### src/scf_pkg.sv
// package: shared constants, opcode codes and descriptor types of the servo command framer
package scf_pkg;

    localparam int MAX_SERVOS  = 31;

    localparam int OP_W        = 4;
    localparam int ID_W        = 5;
    localparam int SPEED_W     = 4;
    localparam int BYTE_W      = 8;
    localparam int CHECK_W     = 7;
    localparam int SAT_W       = 3;

    localparam int SLOTS       = 6;
    localparam int IDX_W       = $clog2(SLOTS);
    localparam int CNT_W       = $clog2(SLOTS + 1);

    localparam int QUEUE_DEPTH = 2;
    localparam int QPTR_W      = $clog2(QUEUE_DEPTH);
    localparam int QCNT_W      = $clog2(QUEUE_DEPTH + 1);

    localparam logic [BYTE_W-1:0]  HEADER        = 8'hFF;
    localparam logic [BYTE_W-1:0]  POSREAD_BASE  = 8'hA0;
    localparam logic [BYTE_W-1:0]  CTRL_BASE     = 8'hC0;
    localparam logic [BYTE_W-1:0]  BREAK_ID      = 8'hDF;
    localparam logic [BYTE_W-1:0]  BREAK_ARG     = 8'h20;
    localparam logic [BYTE_W-1:0]  PASSIVE_ARG   = 8'h10;
    localparam logic [BYTE_W-1:0]  SET_BASE      = 8'hE0;
    localparam logic [BYTE_W-1:0]  CMD_BAUD      = 8'h08;
    localparam logic [BYTE_W-1:0]  CMD_GAIN      = 8'h09;
    localparam logic [BYTE_W-1:0]  CMD_GAINREAD  = 8'h0A;
    localparam logic [BYTE_W-1:0]  CMD_IDSET     = 8'h0C;
    localparam logic [BYTE_W-1:0]  CMD_BOUNDSET  = 8'h11;
    localparam logic [BYTE_W-1:0]  CMD_BOUNDREAD = 8'h12;
    localparam logic [BYTE_W-1:0]  ZERO_BYTE     = 8'h00;
    localparam logic [ID_W-1:0]    SYNC_ID       = 5'h1F;
    localparam logic [3:0]         WHEEL_CCW     = 4'h3;
    localparam logic [3:0]         WHEEL_CW      = 4'h4;
    localparam logic [SAT_W-1:0]   SPEED_SAT     = 3'd7;
    localparam logic [CHECK_W-1:0] CHECK_MASK    = 7'h7F;

    typedef enum logic [OP_W-1:0] {
        OP_MOVE      = 4'd0,
        OP_POSREAD   = 4'd1,
        OP_PASSIVE   = 4'd2,
        OP_BREAK     = 4'd3,
        OP_WHEEL     = 4'd4,
        OP_BAUD      = 4'd5,
        OP_GAINSET   = 4'd6,
        OP_IDSET     = 4'd7,
        OP_GAINREAD  = 4'd8,
        OP_BOUNDSET  = 4'd9,
        OP_BOUNDREAD = 4'd10,
        OP_SYNCSTART = 4'd11,
        OP_SYNCELEM  = 4'd12
    } t_opcode;

    typedef struct packed {
        logic [SLOTS-1:0][BYTE_W-1:0] bytes;
        logic [SLOTS-1:0]             lasts;
        logic [CNT_W-1:0]             count;
    } t_desc;

    typedef struct packed {
        logic  valid;
        t_desc desc;
    } t_push;

    typedef struct packed {
        logic full;
        logic empty;
    } t_q_stat;

endpackage

### src/scf_in_if.sv
// interface: command item channel
interface scf_in_if;
    logic                         valid;
    logic                         ready;
    logic [scf_pkg::OP_W-1:0]     opcode;
    logic [scf_pkg::ID_W-1:0]     servo_id;
    logic [scf_pkg::SPEED_W-1:0]  speed;
    logic                         direction;
    logic [scf_pkg::BYTE_W-1:0]   value_a;
    logic [scf_pkg::BYTE_W-1:0]   value_b;
    logic [scf_pkg::ID_W-1:0]     last_id;

    modport source (output valid, opcode, servo_id, speed, direction, value_a, value_b,
                    last_id, input ready);
    modport sink   (input valid, opcode, servo_id, speed, direction, value_a, value_b,
                    last_id, output ready);
endinterface

### src/scf_out_if.sv
// interface: packet byte channel
interface scf_out_if;
    logic                        valid;
    logic                        ready;
    logic [scf_pkg::BYTE_W-1:0]  tx_byte;
    logic                        last;

    modport source (output valid, tx_byte, last, input ready);
    modport sink   (input valid, tx_byte, last, output ready);
endinterface

### src/scf_front.sv
// front end: accepts commands, tracks sync state and builds packet descriptors
module scf_front (
    input  logic              i_clk,
    input  logic              i_rst_n,
    scf_in_if.sink            i_in,
    input  scf_pkg::t_q_stat  i_q_stat,
    output scf_pkg::t_push    o_push,
    output logic              o_sync_open
);

    logic [scf_pkg::ID_W-1:0]    r_sync_left;
    logic [scf_pkg::ID_W-1:0]    n_sync_left;
    logic [scf_pkg::CHECK_W-1:0] r_sync_check;
    logic [scf_pkg::CHECK_W-1:0] n_sync_check;
    scf_pkg::t_desc              desc;
    logic                        emit;
    logic                        accept;
    logic [scf_pkg::SAT_W-1:0]   sat;
    logic [scf_pkg::ID_W-1:0]    lid;
    logic [scf_pkg::ID_W-1:0]    left_dec;
    logic [scf_pkg::CHECK_W-1:0] check_upd;

    function automatic logic [scf_pkg::BYTE_W-1:0] chk(
        input logic [scf_pkg::BYTE_W-1:0] a, input logic [scf_pkg::BYTE_W-1:0] b,
        input logic [scf_pkg::BYTE_W-1:0] c, input logic [scf_pkg::BYTE_W-1:0] d);
        logic [scf_pkg::BYTE_W-1:0] x;
        x = a ^ b ^ c ^ d;
        return {1'b0, x[scf_pkg::CHECK_W-1:0] & scf_pkg::CHECK_MASK};
    endfunction

    function automatic scf_pkg::t_desc oper(
        input logic [scf_pkg::BYTE_W-1:0] d1, input logic [scf_pkg::BYTE_W-1:0] d2);
        scf_pkg::t_desc d;
        d          = '0;
        d.bytes[0] = scf_pkg::HEADER;
        d.bytes[1] = d1;
        d.bytes[2] = d2;
        d.bytes[3] = chk(d1, d2, scf_pkg::ZERO_BYTE, scf_pkg::ZERO_BYTE);
        d.lasts[3] = 1'b1;
        d.count    = scf_pkg::CNT_W'(4);
        return d;
    endfunction

    function automatic scf_pkg::t_desc setp(
        input logic [scf_pkg::BYTE_W-1:0] d1, input logic [scf_pkg::BYTE_W-1:0] d2,
        input logic [scf_pkg::BYTE_W-1:0] d3, input logic [scf_pkg::BYTE_W-1:0] d4);
        scf_pkg::t_desc d;
        d          = '0;
        d.bytes[0] = scf_pkg::HEADER;
        d.bytes[1] = d1;
        d.bytes[2] = d2;
        d.bytes[3] = d3;
        d.bytes[4] = d4;
        d.bytes[5] = chk(d1, d2, d3, d4);
        d.lasts[5] = 1'b1;
        d.count    = scf_pkg::CNT_W'(6);
        return d;
    endfunction

    assign i_in.ready  = !i_q_stat.full;
    assign accept      = i_in.valid && i_in.ready;
    assign o_sync_open = (r_sync_left != '0);

    assign sat       = (i_in.speed > scf_pkg::SPEED_W'(scf_pkg::SPEED_SAT)) ? scf_pkg::SPEED_SAT
                                                    : i_in.speed[scf_pkg::SAT_W-1:0];
    assign lid       = (i_in.last_id >= scf_pkg::ID_W'(scf_pkg::MAX_SERVOS))
                       ? scf_pkg::ID_W'(scf_pkg::MAX_SERVOS - 1) : i_in.last_id;
    assign left_dec  = r_sync_left - scf_pkg::ID_W'(1);
    assign check_upd = r_sync_check ^ i_in.value_a[scf_pkg::CHECK_W-1:0];

    always_comb begin
        desc         = '0;
        emit         = 1'b0;
        n_sync_left  = r_sync_left;
        n_sync_check = r_sync_check;
        if (r_sync_left != '0) begin
            if (i_in.opcode == scf_pkg::OP_SYNCELEM) begin
                emit         = 1'b1;
                desc.bytes[0] = i_in.value_a;
                desc.count   = scf_pkg::CNT_W'(1);
                n_sync_left  = left_dec;
                n_sync_check = check_upd;
                if (left_dec == '0) begin
                    desc.bytes[1] = {1'b0, check_upd};
                    desc.lasts[1] = 1'b1;
                    desc.count    = scf_pkg::CNT_W'(2);
                    n_sync_check  = '0;
                end
            end
        end else begin
            emit = 1'b1;
            unique case (i_in.opcode)
                scf_pkg::OP_MOVE:      desc = oper({sat, i_in.servo_id}, i_in.value_a);
                scf_pkg::OP_POSREAD:   desc = oper(scf_pkg::POSREAD_BASE | 8'(i_in.servo_id),
                                                   scf_pkg::ZERO_BYTE);
                scf_pkg::OP_PASSIVE:   desc = oper(scf_pkg::CTRL_BASE | 8'(i_in.servo_id),
                                                   scf_pkg::PASSIVE_ARG);
                scf_pkg::OP_BREAK:     desc = oper(scf_pkg::BREAK_ID, scf_pkg::BREAK_ARG);
                scf_pkg::OP_WHEEL:     desc = oper(scf_pkg::CTRL_BASE | 8'(i_in.servo_id),
                                                   {i_in.direction ? scf_pkg::WHEEL_CW
                                                                   : scf_pkg::WHEEL_CCW,
                                                    i_in.speed});
                scf_pkg::OP_BAUD:      desc = setp(scf_pkg::SET_BASE | 8'(i_in.servo_id),
                                                   scf_pkg::CMD_BAUD, i_in.value_a,
                                                   i_in.value_a);
                scf_pkg::OP_GAINSET:   desc = setp(scf_pkg::SET_BASE | 8'(i_in.servo_id),
                                                   scf_pkg::CMD_GAIN, i_in.value_a,
                                                   i_in.value_b);
                scf_pkg::OP_IDSET:     desc = setp(scf_pkg::SET_BASE | 8'(i_in.servo_id),
                                                   scf_pkg::CMD_IDSET, i_in.value_a,
                                                   i_in.value_a);
                scf_pkg::OP_GAINREAD:  desc = setp(scf_pkg::SET_BASE | 8'(i_in.servo_id),
                                                   scf_pkg::CMD_GAINREAD, scf_pkg::ZERO_BYTE,
                                                   scf_pkg::ZERO_BYTE);
                scf_pkg::OP_BOUNDSET:  desc = setp(scf_pkg::SET_BASE | 8'(i_in.servo_id),
                                                   scf_pkg::CMD_BOUNDSET, i_in.value_a,
                                                   i_in.value_b);
                scf_pkg::OP_BOUNDREAD: desc = setp(scf_pkg::SET_BASE | 8'(i_in.servo_id),
                                                   scf_pkg::CMD_BOUNDREAD, scf_pkg::ZERO_BYTE,
                                                   scf_pkg::ZERO_BYTE);
                scf_pkg::OP_SYNCSTART: begin
                    desc.bytes[0] = scf_pkg::HEADER;
                    desc.bytes[1] = {sat, scf_pkg::SYNC_ID};
                    desc.bytes[2] = scf_pkg::BYTE_W'(lid) + scf_pkg::BYTE_W'(1);
                    desc.count    = scf_pkg::CNT_W'(3);
                    n_sync_left   = lid + scf_pkg::ID_W'(1);
                    n_sync_check  = '0;
                end
                default: emit = 1'b0;
            endcase
        end
    end

    assign o_push.valid = accept && emit;
    assign o_push.desc  = desc;

    always_ff @(posedge i_clk) begin
        if (!i_rst_n) begin
            r_sync_left  <= '0;
            r_sync_check <= '0;
        end else if (accept) begin
            r_sync_left  <= n_sync_left;
            r_sync_check <= n_sync_check;
        end
    end

endmodule

### src/scf_queue.sv
// two-entry descriptor queue between front end and byte sequencer
module scf_queue (
    input  logic              i_clk,
    input  logic              i_rst_n,
    input  scf_pkg::t_push    i_push,
    input  logic              i_pop,
    output scf_pkg::t_desc    o_desc,
    output scf_pkg::t_q_stat  o_stat
);

    scf_pkg::t_desc               r_mem [scf_pkg::QUEUE_DEPTH];
    logic [scf_pkg::QPTR_W-1:0]   r_wr_ptr;
    logic [scf_pkg::QPTR_W-1:0]   r_rd_ptr;
    logic [scf_pkg::QCNT_W-1:0]   r_count;

    assign o_desc       = r_mem[r_rd_ptr];
    assign o_stat.full  = (r_count == scf_pkg::QCNT_W'(scf_pkg::QUEUE_DEPTH));
    assign o_stat.empty = (r_count == '0);

    always_ff @(posedge i_clk) begin
        if (i_push.valid) begin
            r_mem[r_wr_ptr] <= i_push.desc;
        end
    end

    always_ff @(posedge i_clk) begin
        if (!i_rst_n) begin
            r_wr_ptr <= '0;
            r_rd_ptr <= '0;
            r_count  <= '0;
        end else begin
            if (i_push.valid) begin
                r_wr_ptr <= (r_wr_ptr == scf_pkg::QPTR_W'(scf_pkg::QUEUE_DEPTH - 1))
                            ? '0 : r_wr_ptr + scf_pkg::QPTR_W'(1);
            end
            if (i_pop) begin
                r_rd_ptr <= (r_rd_ptr == scf_pkg::QPTR_W'(scf_pkg::QUEUE_DEPTH - 1))
                            ? '0 : r_rd_ptr + scf_pkg::QPTR_W'(1);
            end
            case ({i_push.valid, i_pop})
                2'b10:   r_count <= r_count + scf_pkg::QCNT_W'(1);
                2'b01:   r_count <= r_count - scf_pkg::QCNT_W'(1);
                default: r_count <= r_count;
            endcase
        end
    end

endmodule

### src/scf_back.sv
// back end: steps through a descriptor and sends one byte per transfer
module scf_back (
    input  logic            i_clk,
    input  logic            i_rst_n,
    input  scf_pkg::t_desc  i_desc,
    input  logic            i_q_valid,
    output logic            o_pop,
    scf_out_if.source       o_out
);

    scf_pkg::t_desc              r_desc;
    logic [scf_pkg::IDX_W-1:0]   r_idx;
    logic                        r_busy;
    logic                        r_out_valid;
    logic [scf_pkg::BYTE_W-1:0]  r_out_byte;
    logic                        r_out_last;
    logic                        adv;
    logic                        fin;
    logic                        load;

    assign adv   = !r_out_valid || o_out.ready;
    assign fin   = r_busy && adv &&
                   (r_idx == scf_pkg::IDX_W'(r_desc.count - scf_pkg::CNT_W'(1)));
    assign load  = i_q_valid && (!r_busy || fin);
    assign o_pop = load;

    assign o_out.valid   = r_out_valid;
    assign o_out.tx_byte = r_out_byte;
    assign o_out.last    = r_out_last;

    always_ff @(posedge i_clk) begin
        if (!i_rst_n) begin
            r_busy      <= 1'b0;
            r_out_valid <= 1'b0;
            r_idx       <= '0;
        end else begin
            if (adv) begin
                r_out_valid <= r_busy;
                if (r_busy) begin
                    r_out_byte <= r_desc.bytes[r_idx];
                    r_out_last <= r_desc.lasts[r_idx];
                end
            end
            if (load) begin
                r_desc <= i_desc;
                r_idx  <= '0;
                r_busy <= 1'b1;
            end else if (fin) begin
                r_busy <= 1'b0;
            end else if (adv && r_busy) begin
                r_idx  <= r_idx + scf_pkg::IDX_W'(1);
            end
        end
    end

endmodule

### src/servo_command_framer.sv
// top level: servo command framer, front end, descriptor queue and byte sequencer
//
//  channel  direction  content
//  i_in     sink       opcode, servo_id, speed, direction, value_a, value_b, last_id
//  o_out    source     tx_byte, last
//
// one byte leaves per cycle while the output is ready; a command packet holds 4 or 6 bytes, sync items 1 to 3
// the front end takes a command every cycle while the two-entry queue has room
// the byte sequencer runs back to back across packets with the output register held
// reset clears sync state, queue pointers and the sequencer
// a stalled output holds its byte; the queue then fills and ready drops
module servo_command_framer (
    input  logic   i_clk,
    input  logic   i_rst_n,
    scf_in_if.sink    i_in,
    scf_out_if.source o_out
);

    scf_pkg::t_push    push;
    scf_pkg::t_desc    q_desc;
    scf_pkg::t_q_stat  q_stat;
    logic              pop;
    logic              sync_open;

    scf_front u_front (
        .i_clk       (i_clk),
        .i_rst_n     (i_rst_n),
        .i_in        (i_in),
        .i_q_stat    (q_stat),
        .o_push      (push),
        .o_sync_open (sync_open)
    );

    scf_queue u_queue (
        .i_clk   (i_clk),
        .i_rst_n (i_rst_n),
        .i_push  (push),
        .i_pop   (pop),
        .o_desc  (q_desc),
        .o_stat  (q_stat)
    );

    scf_back u_back (
        .i_clk     (i_clk),
        .i_rst_n   (i_rst_n),
        .i_desc    (q_desc),
        .i_q_valid (!q_stat.empty),
        .o_pop     (pop),
        .o_out     (o_out)
    );

`ifndef SYNTHESIS
    a_q_stat: assert property (@(posedge i_clk) disable iff (!i_rst_n)
        !(q_stat.full && q_stat.empty))
        else $error("queue full and empty together");

    a_no_overflow: assert property (@(posedge i_clk) disable iff (!i_rst_n)
        push.valid |-> !q_stat.full)
        else $error("push into full queue");

    a_no_underflow: assert property (@(posedge i_clk) disable iff (!i_rst_n)
        pop |-> !q_stat.empty)
        else $error("pop from empty queue");

    a_sync_len: assert property (@(posedge i_clk) disable iff (!i_rst_n)
        (sync_open && push.valid) |->
            (push.desc.count == scf_pkg::CNT_W'(1) || push.desc.count == scf_pkg::CNT_W'(2)))
        else $error("sync element descriptor of wrong length");
`endif

endmodule
### src/flat_wrapper.sv
// flat-port wrapper written by rule: the top's interface ports become plain ports
module servo_command_framer_flat 
  (i_clk, i_rst_n, i_in_valid, i_in_opcode, i_in_servo_id, i_in_speed, i_in_direction, i_in_value_a, i_in_value_b, i_in_last_id, i_in_ready, o_out_valid, o_out_tx_byte, o_out_last, o_out_ready);
  scf_in_if i_in_i ();
  scf_out_if o_out_i ();
  input  logic i_clk;
  input  logic i_rst_n;
  input wire logic [$bits(i_in_i.valid)-1:0] i_in_valid;
  input wire logic [$bits(i_in_i.opcode)-1:0] i_in_opcode;
  input wire logic [$bits(i_in_i.servo_id)-1:0] i_in_servo_id;
  input wire logic [$bits(i_in_i.speed)-1:0] i_in_speed;
  input wire logic [$bits(i_in_i.direction)-1:0] i_in_direction;
  input wire logic [$bits(i_in_i.value_a)-1:0] i_in_value_a;
  input wire logic [$bits(i_in_i.value_b)-1:0] i_in_value_b;
  input wire logic [$bits(i_in_i.last_id)-1:0] i_in_last_id;
  output wire logic [$bits(i_in_i.ready)-1:0] i_in_ready;
  output wire logic [$bits(o_out_i.valid)-1:0] o_out_valid;
  output wire logic [$bits(o_out_i.tx_byte)-1:0] o_out_tx_byte;
  output wire logic [$bits(o_out_i.last)-1:0] o_out_last;
  input wire logic [$bits(o_out_i.ready)-1:0] o_out_ready;
  assign i_in_i.valid = i_in_valid;
  assign i_in_i.opcode = i_in_opcode;
  assign i_in_i.servo_id = i_in_servo_id;
  assign i_in_i.speed = i_in_speed;
  assign i_in_i.direction = i_in_direction;
  assign i_in_i.value_a = i_in_value_a;
  assign i_in_i.value_b = i_in_value_b;
  assign i_in_i.last_id = i_in_last_id;
  assign i_in_ready = i_in_i.ready;
  assign o_out_valid = o_out_i.valid;
  assign o_out_tx_byte = o_out_i.tx_byte;
  assign o_out_last = o_out_i.last;
  assign o_out_i.ready = o_out_ready;
  servo_command_framer u_core (.i_clk(i_clk), .i_rst_n(i_rst_n), .i_in(i_in_i), .o_out(o_out_i));
endmodule
### config.mk
export PLATFORM = sky130hd
export DESIGN_NAME = servo_command_framer_flat
export DESIGN_NICKNAME = d
export VERILOG_FILES = /design/src/scf_pkg.sv /design/src/scf_in_if.sv /design/src/scf_out_if.sv /design/src/scf_front.sv /design/src/scf_queue.sv /design/src/scf_back.sv /design/src/servo_command_framer.sv /design/src/flat_wrapper.sv
export SDC_FILE = /design/constraint.sdc
export NUM_CORES = 1
export LEC_CHECK = 0
export BUFFER_PORTS_ARGS = -buffer_cell sky130_fd_sc_hd__buf_2
export CORE_ASPECT_RATIO = 0.8
export CORE_UTILIZATION = 45
export CTS_CLUSTER_DIAMETER = 50
export DETAILED_ROUTE_END_ITERATION = 8
export SLEW_MARGIN = 0
export SYNTH_ARGS = -nofsm -noshare
export SYNTH_HDL_FRONTEND = slang
export SYNTH_SLANG_ARGS = --single-unit
### constraint.sdc
create_clock -name i_clk -period 6.3 [get_ports i_clk]
set_clock_uncertainty 0.1 [all_clocks]
set_input_delay 1.26 -clock i_clk [delete_from_list [all_inputs] [get_ports i_clk]]
set_output_delay 1.26 -clock i_clk [all_outputs]
set_load 0.05 [all_outputs]
==> impl_metrics.yaml, run 1 <==
status:
  status: "completed"
power_and_ir_drop:
  vdd_drop_max_v: 0.000187
  cellPowerDensity_mw_per_mm2: 348
  p_leak_uw: 0.00343
hold_path:
  hold_class: "register to register"
  hold_depth: 1
  hp-start: "u_core.u_front.r_sync_check[4]$_SDFFE_PN0P_"
  holdPathEnd: "u_core.u_front.r_sync_check[4]$_SDFFE_PN0P_"
grt:
  grt.overflow.total: 0
  grt_pass1_wl_um: 33300
  track_usage_pct: 22.1
  grt_pass1_vias: 5585
  antenna_found_initial: 0
  grt_max_degree: 61
yosys:
  yosysSeqAreaShare_pct: 60.3
  async_flop_share_pct: 0
  ys_types: 70
  netlist_area_mm2: 0.00906
  synth_area_per_cell_um2: 12.8
  synth_area_leaders: "edfxtp_1 56%, mux2_2 6.6%, dfxtp_1 4.6%, o21ai_0 2.3%, mux2i_1 2.1%"
  synth_edf_count: 168
  syn_inst: 710
  synth_flop_cell: "edfxtp_1"
  synth_top_area_share_pct: 55.7
  synth.largest_area_cell: "edfxtp_1"
  syn-num-nets: 755
  yosysWarnings: 0
  ys_ff_latch: 189
die:
  initial_core_util_pct: 45.8
  row_count: 46
  die_w_um: 161
  io_pins: 50
  die_h_um: 129
  coreArea_mm2: 0.0198
  dieArea_mm2: 0.0207
drt:
  vias_per_cell: 5.86
  wl_per_cell_um: 22.1
  drc: 0
  first_pass_iters: 5
  num_vias: 5917
  drt-initial-drc-count: 617
  drtAntennaViolNets: 0
  drt_wl_total_um: 22300
sta:
  finalMaxSlewViolations: 0
  setup_tns_ps: 0
  hold-worst-slack_ps: 378
  clock.fmax_mhz: 260
  slew_headroom_pct: 20.7
  finalHoldViolCount: 0
  worstMarginPinSlew_ps: 1190
  rsz0062_at_grt: "false"
  period_share_pct: 61.1
  finalSetupViolCount: 0
  min_period_ps: 3850
setup_path:
  reg2reg_to: "u_core.u_queue.r_mem[1][31]$_DFFE_PP_"
  arrival_ps: 3780
  path_max_fanout: 60
  reg2reg_depth: 7
  path_class: "input pin to register"
  r2r_setup_slack_ps: 3010
  crit_required_ps: 6230
  cp-end-kind: "register"
  r2r_start: "u_core.u_front.r_sync_left[0]$_SDFFE_PN0P_"
  crit_path_start_kind: "input pin"
cts:
  cts_resized: 0
  htreeDepth: 4
  cts-hold-fix-buffers: 0
  clkSlewWorstSetupHoldPaths_ps: 70
  cts_setup_buffers: 0
  clock_latency_ps: 420
  clockBufferDepth: 2
  cts-root-buf: "clkbuf_16"
  numCtsBuffers: 17
  tritoncts: "done"
  cts.sinks: 189
placed_design:
  place_inst: 978
  detailed_place_hpwl_um: 15300
  place.gp.congestion: 0.908
  port_buffers: 49
run:
  drv_cap: 0
cells_and_area:
  final_util_pct: 50.8
  fin_nets: 778
  final_cells: 1009
  areaGrowthSynthToFinish_pct: 11.1
  fill_cells: 1710
  antenna_cells: 0
  drive_gt1_share_pct: 21.5
-- report_power, final --
group          switching (uW)  internal, uW
Sequential               52.2          1610
Combinational             490           293
Clock                     470           594
Total                    1010          2500
-- through the flow --
step	setup slack (ps)	instance area [um^2]	power [uW]
after global routing	2240	10100	3650
final	2450	10100	3510
after floorplan	274	9060	2250
after detailed placement	2020	9480	2470
after global placement	2100	9480	2450
after CTS	2460	10100	3530
-- registers in the layout, summed over array words and instances (netlist names) --
register	flops
u_core.u_back.r_busy	1
u_core.u_back.r_idx	3
u_core.u_front.r_sync_check	7
u_core.u_back.o_out.tx_byte	8
u_core.u_queue.r_rd_ptr	1
u_core.u_back.o_out.valid	1
u_core.u_queue.r_count	2
u_core.u_back.r_desc	53
u_core.u_queue.r_wr_ptr	1
u_core.u_queue.r_mem	106
u_core.u_back.o_out.last	1
u_core.u_front.r_sync_left	5
-- per-layer routing --
metal	GRT usage [%]	wire length, um	vias to the layer above
met2	32.6	9790	186
met3	4.00	1190	25
met4	7.28	371	0
met1	32.8	11000	2952
li1	-	-	2754
met5	0	0	-
-- layout by cell type (no fill, tap or decap), drive strengths merged, types with 3 or more instances in the layout --
cell / instances
a21o: 5
a21oi: 37
a221o: 8
a22o: 8
a22oi: 3
a311oi: 3
a31oi: 6
and2: 3
buf: 54
clkbuf: 19
clkinvlp: 4
dfxtp: 21
edfxtp: 168
ha: 6
inv: 31
mux2: 53
mux2i: 19
mux4: 7
nand2: 37
nand2b: 19
nand3: 9
nand4: 3
nor2: 38
nor2b: 14
nor3: 13
nor4: 9
o211ai: 6
o21a: 3
o21ai: 42
o22ai: 12
o2bb2ai: 3
o31ai: 4
or3: 5
or3b: 6
xnor2: 17
xor2: 5
-- worst max-delay path by stage --
stage | startpoint | end | slack [ps] | depth (start not counted)
floorplan | o_out_ready | u_core.u_back.r_desc[0]$_DFFE_PP_ | 270 | 3
global placement | i_in_opcode[2] | u_core.u_queue.r_mem[0][54]$_DFFE_PP_ | 2100 | 5
detailed placement | i_in_opcode[2] | u_core.u_queue.r_mem[0][51]$_DFFE_PP_ | 2020 | 5
CTS | i_in_opcode[2] | u_core.u_queue.r_mem[0][34]$_DFFE_PP_ | 2460 | 5
global route | i_in_opcode[2] | u_core.u_queue.r_mem[0][33]$_DFFE_PP_ | 2240 | 5
finish | i_in_opcode[2] | u_core.u_queue.r_mem[0][11]$_DFFE_PP_ | 2450 | 5
-- area by class of cell --
| class | instances | area (um^2) | area share [%] |
|---|---|---|---|
| inverter | 26 | 97.6 | 0.970 |
| tap | 264 | 330 | 3.28 |
| clock buffer | 19 | 433 | 4.30 |
| sequential | 189 | 5470 | 54.3 |
| multi-input combinational | 445 | 3300 | 32.8 |
| clock inverter | 12 | 153 | 1.52 |
| timing repair buffer | 54 | 283 | 2.81 |
-- worst max-delay path, stage by stage --
cell	delay, ps
buf_2	760
and4bb_2	400
mux2i_1	100
or3_1	360
inv_2	870
-- cell usage after synthesis, drive strengths merged (17+ instances only) --
| cell type | instances |
|---|---|
| nor2 | 38 |
| edfxtp | 168 |
| nand2 | 37 |
| mux2 | 53 |
| inv | 26 |
| nand2b | 19 |
| dfxtp | 21 |
| clkbuf | 37 |
| xnor2 | 17 |
| a21oi | 37 |
| mux2i | 19 |
| o21ai | 42 |
-- cell families (layout without fill, tap and decap cells) --
family / after synthesis / in the layout / synth area share [%]
multiplexers: 79 / 79 / 10.4
buffers and inverters: 76 / 111 / 3.37
adder cells (fa/ha/maj): 6 / 6 / 0.828
flip-flops: 189 / 189 / 60.3
AND/OR/NAND/NOR: 174 / 174 / 10.6
AO/OA/AOI/OAI: 162 / 162 / 11.8
XOR/XNOR: 24 / 24 / 2.65
Note: power is estimated with default switching activity, not from simulation.
==> run 2: changes to the inputs <==
--- a/config.mk
+++ b/config.mk
@@ -5,6 +5,7 @@
 export SDC_FILE = /design/constraint.sdc
 export NUM_CORES = 1
 export LEC_CHECK = 0
+export ABC_AREA = 1
 export BUFFER_PORTS_ARGS = -buffer_cell sky130_fd_sc_hd__buf_2
 export CORE_ASPECT_RATIO = 0.8
 export CORE_UTILIZATION = 45
==> constraint.sdc (replaced) <==
create_clock -name i_clk -period 3.2 [get_ports i_clk]
set_clock_uncertainty 0.1 [all_clocks]
set_input_delay 0.64 -clock i_clk [delete_from_list [all_inputs] [get_ports i_clk]]
set_output_delay 0.64 -clock i_clk [all_outputs]
set_load 0.05 [all_outputs]
==> run 2 against run 1 <==
Combinational power increased to 4.0 times the previous value. First-iteration DRC count decreased by 8.3%. Sequential power rose by 150%. Routed wire length fell by 5.3%. Via count rose by 7.6%. Clock power rose by 92%. Final cell count rose by 23%. Register-to-register slack got worse by 2500 ps. Critical path type is now register to register. Largest cell class unchanged.
==> impl_metrics.yaml, run 2 <==
power_and_ir_drop:
  cellPowerDensity_mw_per_mm2: 935
  p_leak_uw: 0.00407
  vdd_drop_max_v: 0.000410
  p_seq_share_pct: 44.4
  p_int_uw: 5750
  power.share.clock_pct: 22.0
  swShare_pct: 38.0
  power_switching_uw: 3520
  comb_power_share_pct: 33.7
setup_path:
  crit_required_ps: 3430
  critical_path_buf_inv_count: 1
  crit_chain: "inv_1, ha_1, nand3_1, nand2_1, nand3_1, ha_1, a21oi_1, o21ai_0, o21ai_0, a21oi_1"
  arrival_ps: 2880
  crit_family: "simple AND/OR/NAND/NOR gates"
  reg2reg_depth: 10
  max_stage_delay_ps: 430
  path_max_fanout: 13
  slowest_stage: "ha_1"
  path_depth: 10
  path_class: "register to register"
  crit_path_start_kind: "register"
  cp-end-kind: "register"
yosys:
  synth_edf_count: 168
  synth_flop_cell: "edfxtp_1"
  ys_ff_latch: 189
  yosysWarnings: 0
  yosysMostFrequentCell: "nand2_1"
  synth.largest_area_cell: "edfxtp_1"
  synth_area_leaders: "edfxtp_1 58%, nand2_1 14%, dfxtp_1 4.8%, nor2_1 4.2%, o21ai_0 3.5%"
  async_flop_share_pct: 0
  ys_types: 34
  synth_area_per_cell_um2: 9.44
  synth_top_area_share_pct: 57.7
  netlist_area_mm2: 0.00875
  yosysSeqAreaShare_pct: 62.5
  synth_commonest_cells: "319 x nand2_1, 168 x edfxtp_1, 97 x nor2_1"
  syn-num-nets: 972
  syn_inst: 927
die:
  io_pins: 50
  dieArea_mm2: 0.0200
  row_count: 45
  die_w_um: 158
  coreArea_mm2: 0.0190
  die_h_um: 127
  initial_core_util_pct: 46.0
cells_and_area:
  mostFrequentLayoutCells: "319 x nand2_1, 168 x edfxtp_1, 94 x nor2_1"
  final_cells: 1246
  areaGrowthSynthToFinish_pct: 13.3
  layout_commonest_cell: "nand2_1"
  largest_reg_flops: 106
  regMostFlops: "u_core.u_queue.r_mem"
  fin_nets: 1020
  antenna_cells: 0
  drive_gt1_share_pct: 11.5
  final_util_pct: 52.1
grt:
  antenna_found_initial: 0
  track_usage_pct: 22.4
  grt_max_degree: 55
  grt_pass1_vias: 5642
  grt.overflow.total: 0
  grt_pass1_wl_um: 32500
placed_design:
  place.gp.congestion: 1.04
  detailed_place_hpwl_um: 15200
  port_buffers: 49
  place_ws_ps: 439
  place_inst: 1214
sta:
  finalSetupViolCount: 0
  finalMaxSlewViolations: 0
  worstMarginPinSlew_ps: 948
  setup_tns_ps: 0
  setup_ws_ps: 542
  clock.fmax_mhz: 376
  finalHoldViolCount: 0
  slew_headroom_pct: 36.7
  min_period_ps: 2660
  rsz0062_at_grt: "false"
  period_share_pct: 83.0
cts:
  cts_setup_buffers: 0
  numCtsBuffers: 17
  clock_latency_ps: 430
  cts-hold-fix-buffers: 0
  cts-root-buf: "clkbuf_16"
  clkSlewWorstSetupHoldPaths_ps: 70
  clockBufferDepth: 2
  htreeDepth: 4
  tritoncts: "done"
  cts.sinks: 189
  cts_resized: 0
drt:
  wl_per_cell_um: 17.0
  drt_wl_total_um: 21100
  vias_per_cell: 5.11
  drt-initial-drc-count: 566
  first_pass_iters: 6
  num_vias: 6365
  drc: 0
  drtAntennaViolNets: 0
hold_path:
  hold_depth: 2
  hold_class: "register to register"
status:
  status: "completed"
run:
  drv_cap: 0
==> run 2: cell types whose count changed after synthesis, sizes merged, moves of 10 or more <==
| cell | delta |
|---|---|
| o21ai | +23 |
| nand3 | +19 |
| nor2b | -14 |
| xor2 | +10 |
| mux2 | -53 |
| inv | +49 |
| mux2i | -19 |
| nor2 | +64 |
| nand2b | -19 |
| clkbuf | -13 |
| xnor2 | -10 |
| nand2 | +286 |
==> run 2: worst register-to-register path, delay by kind of cell (launching register included) <==
family	cells	cell delay, ps
flops	1	340
fa+ha+maj	2	650
compound gates	4	420
buf+inv	1	100
simple gates	3	950
==> run 2: stage by stage <==
| step | hold WS, ps | area [um^2] | total power [uW] |
|---|---|---|---|
| 2_1_floorplan | 358 | 8760 | 6230 |
| 3_3_place_gp | 372 | 9330 | 7260 |
| 3_5_place_dp | 383 | 9330 | 7290 |
| 4_1_cts | 392 | 9910 | 9320 |
| 5_1_grt | 408 | 9910 | 9870 |
| 6_report | 385 | 9910 | 9270 |
==> run 2: cell type report <==
| class | count | area, um^2 |
|---|---|---|
| Tap cell | 258 | 323 |
| Timing Repair Buffer | 62 | 380 |
| Sequential cell | 189 | 5470 |
| Clock inverter | 15 | 155 |
| Multi-Input combinational cell | 626 | 2870 |
| Clock buffer | 17 | 425 |
| Inverter | 79 | 297 |
| Fill cell | 1794 | 9120 |
==> run 2: routing by layer <==
| metal | up-vias | GRT usage, % | wire length [um] |
|---|---|---|---|
| li1 | 3179 | - | - |
| met1 | 2902 | 36.1 | 10800 |
| met2 | 258 | 30.1 | 8540 |
| met3 | 26 | 4.34 | 1430 |
| met4 | 0 | 6.45 | 324 |
| met5 | - | 0 | 0 |
==> run 2: final timing paths <==
| path | start | slack (ps) | to |
|---|---|---|---|
| hold / removal | u_core.u_front.r_sync_left[1]$_SDFFE_PN0P_ | 380 | u_core.u_front.r_sync_left[1]$_SDFFE_PN0P_ |
| hold reg to reg | u_core.u_front.r_sync_left[1]$_SDFFE_PN0P_ | 380 | u_core.u_front.r_sync_left[1]$_SDFFE_PN0P_ |
| setup / recovery | u_core.u_front.r_sync_left[0]$_SDFFE_PN0P_ | 540 | u_core.u_queue.r_count[1]$_SDFFE_PN0P_ |
| setup reg to reg | u_core.u_front.r_sync_left[0]$_SDFFE_PN0P_ | 540 | u_core.u_queue.r_count[1]$_SDFFE_PN0P_ |
==> run 2: power by group through the flow <==
| stage | clock network (uW) | logic [uW] | registers (uW) |
|---|---|---|---|
| finish | 2040 | 3120 | 4110 |
| global route | 2170 | 3510 | 4190 |
| CTS | 2070 | 3130 | 4120 |
| detailed placement | 0 | 3120 | 4170 |
| global placement | 0 | 3110 | 4150 |
| floorplan | 0 | 2000 | 4230 |
==> run 2: cell families (layout without fill, tap and decap cells) <==
group                      Yosys count  in the layout  synth area share [%]
xor gates and xnor gates            22             22                  2.20
AOI/OAI and AO/OA                  133            133                  8.47
DFF                                189            189                  62.5
adders and majority gates            6              6                 0.858
and+or+nand+nor                    465            465                  21.0
buffers and inverters              112            173                  5.03
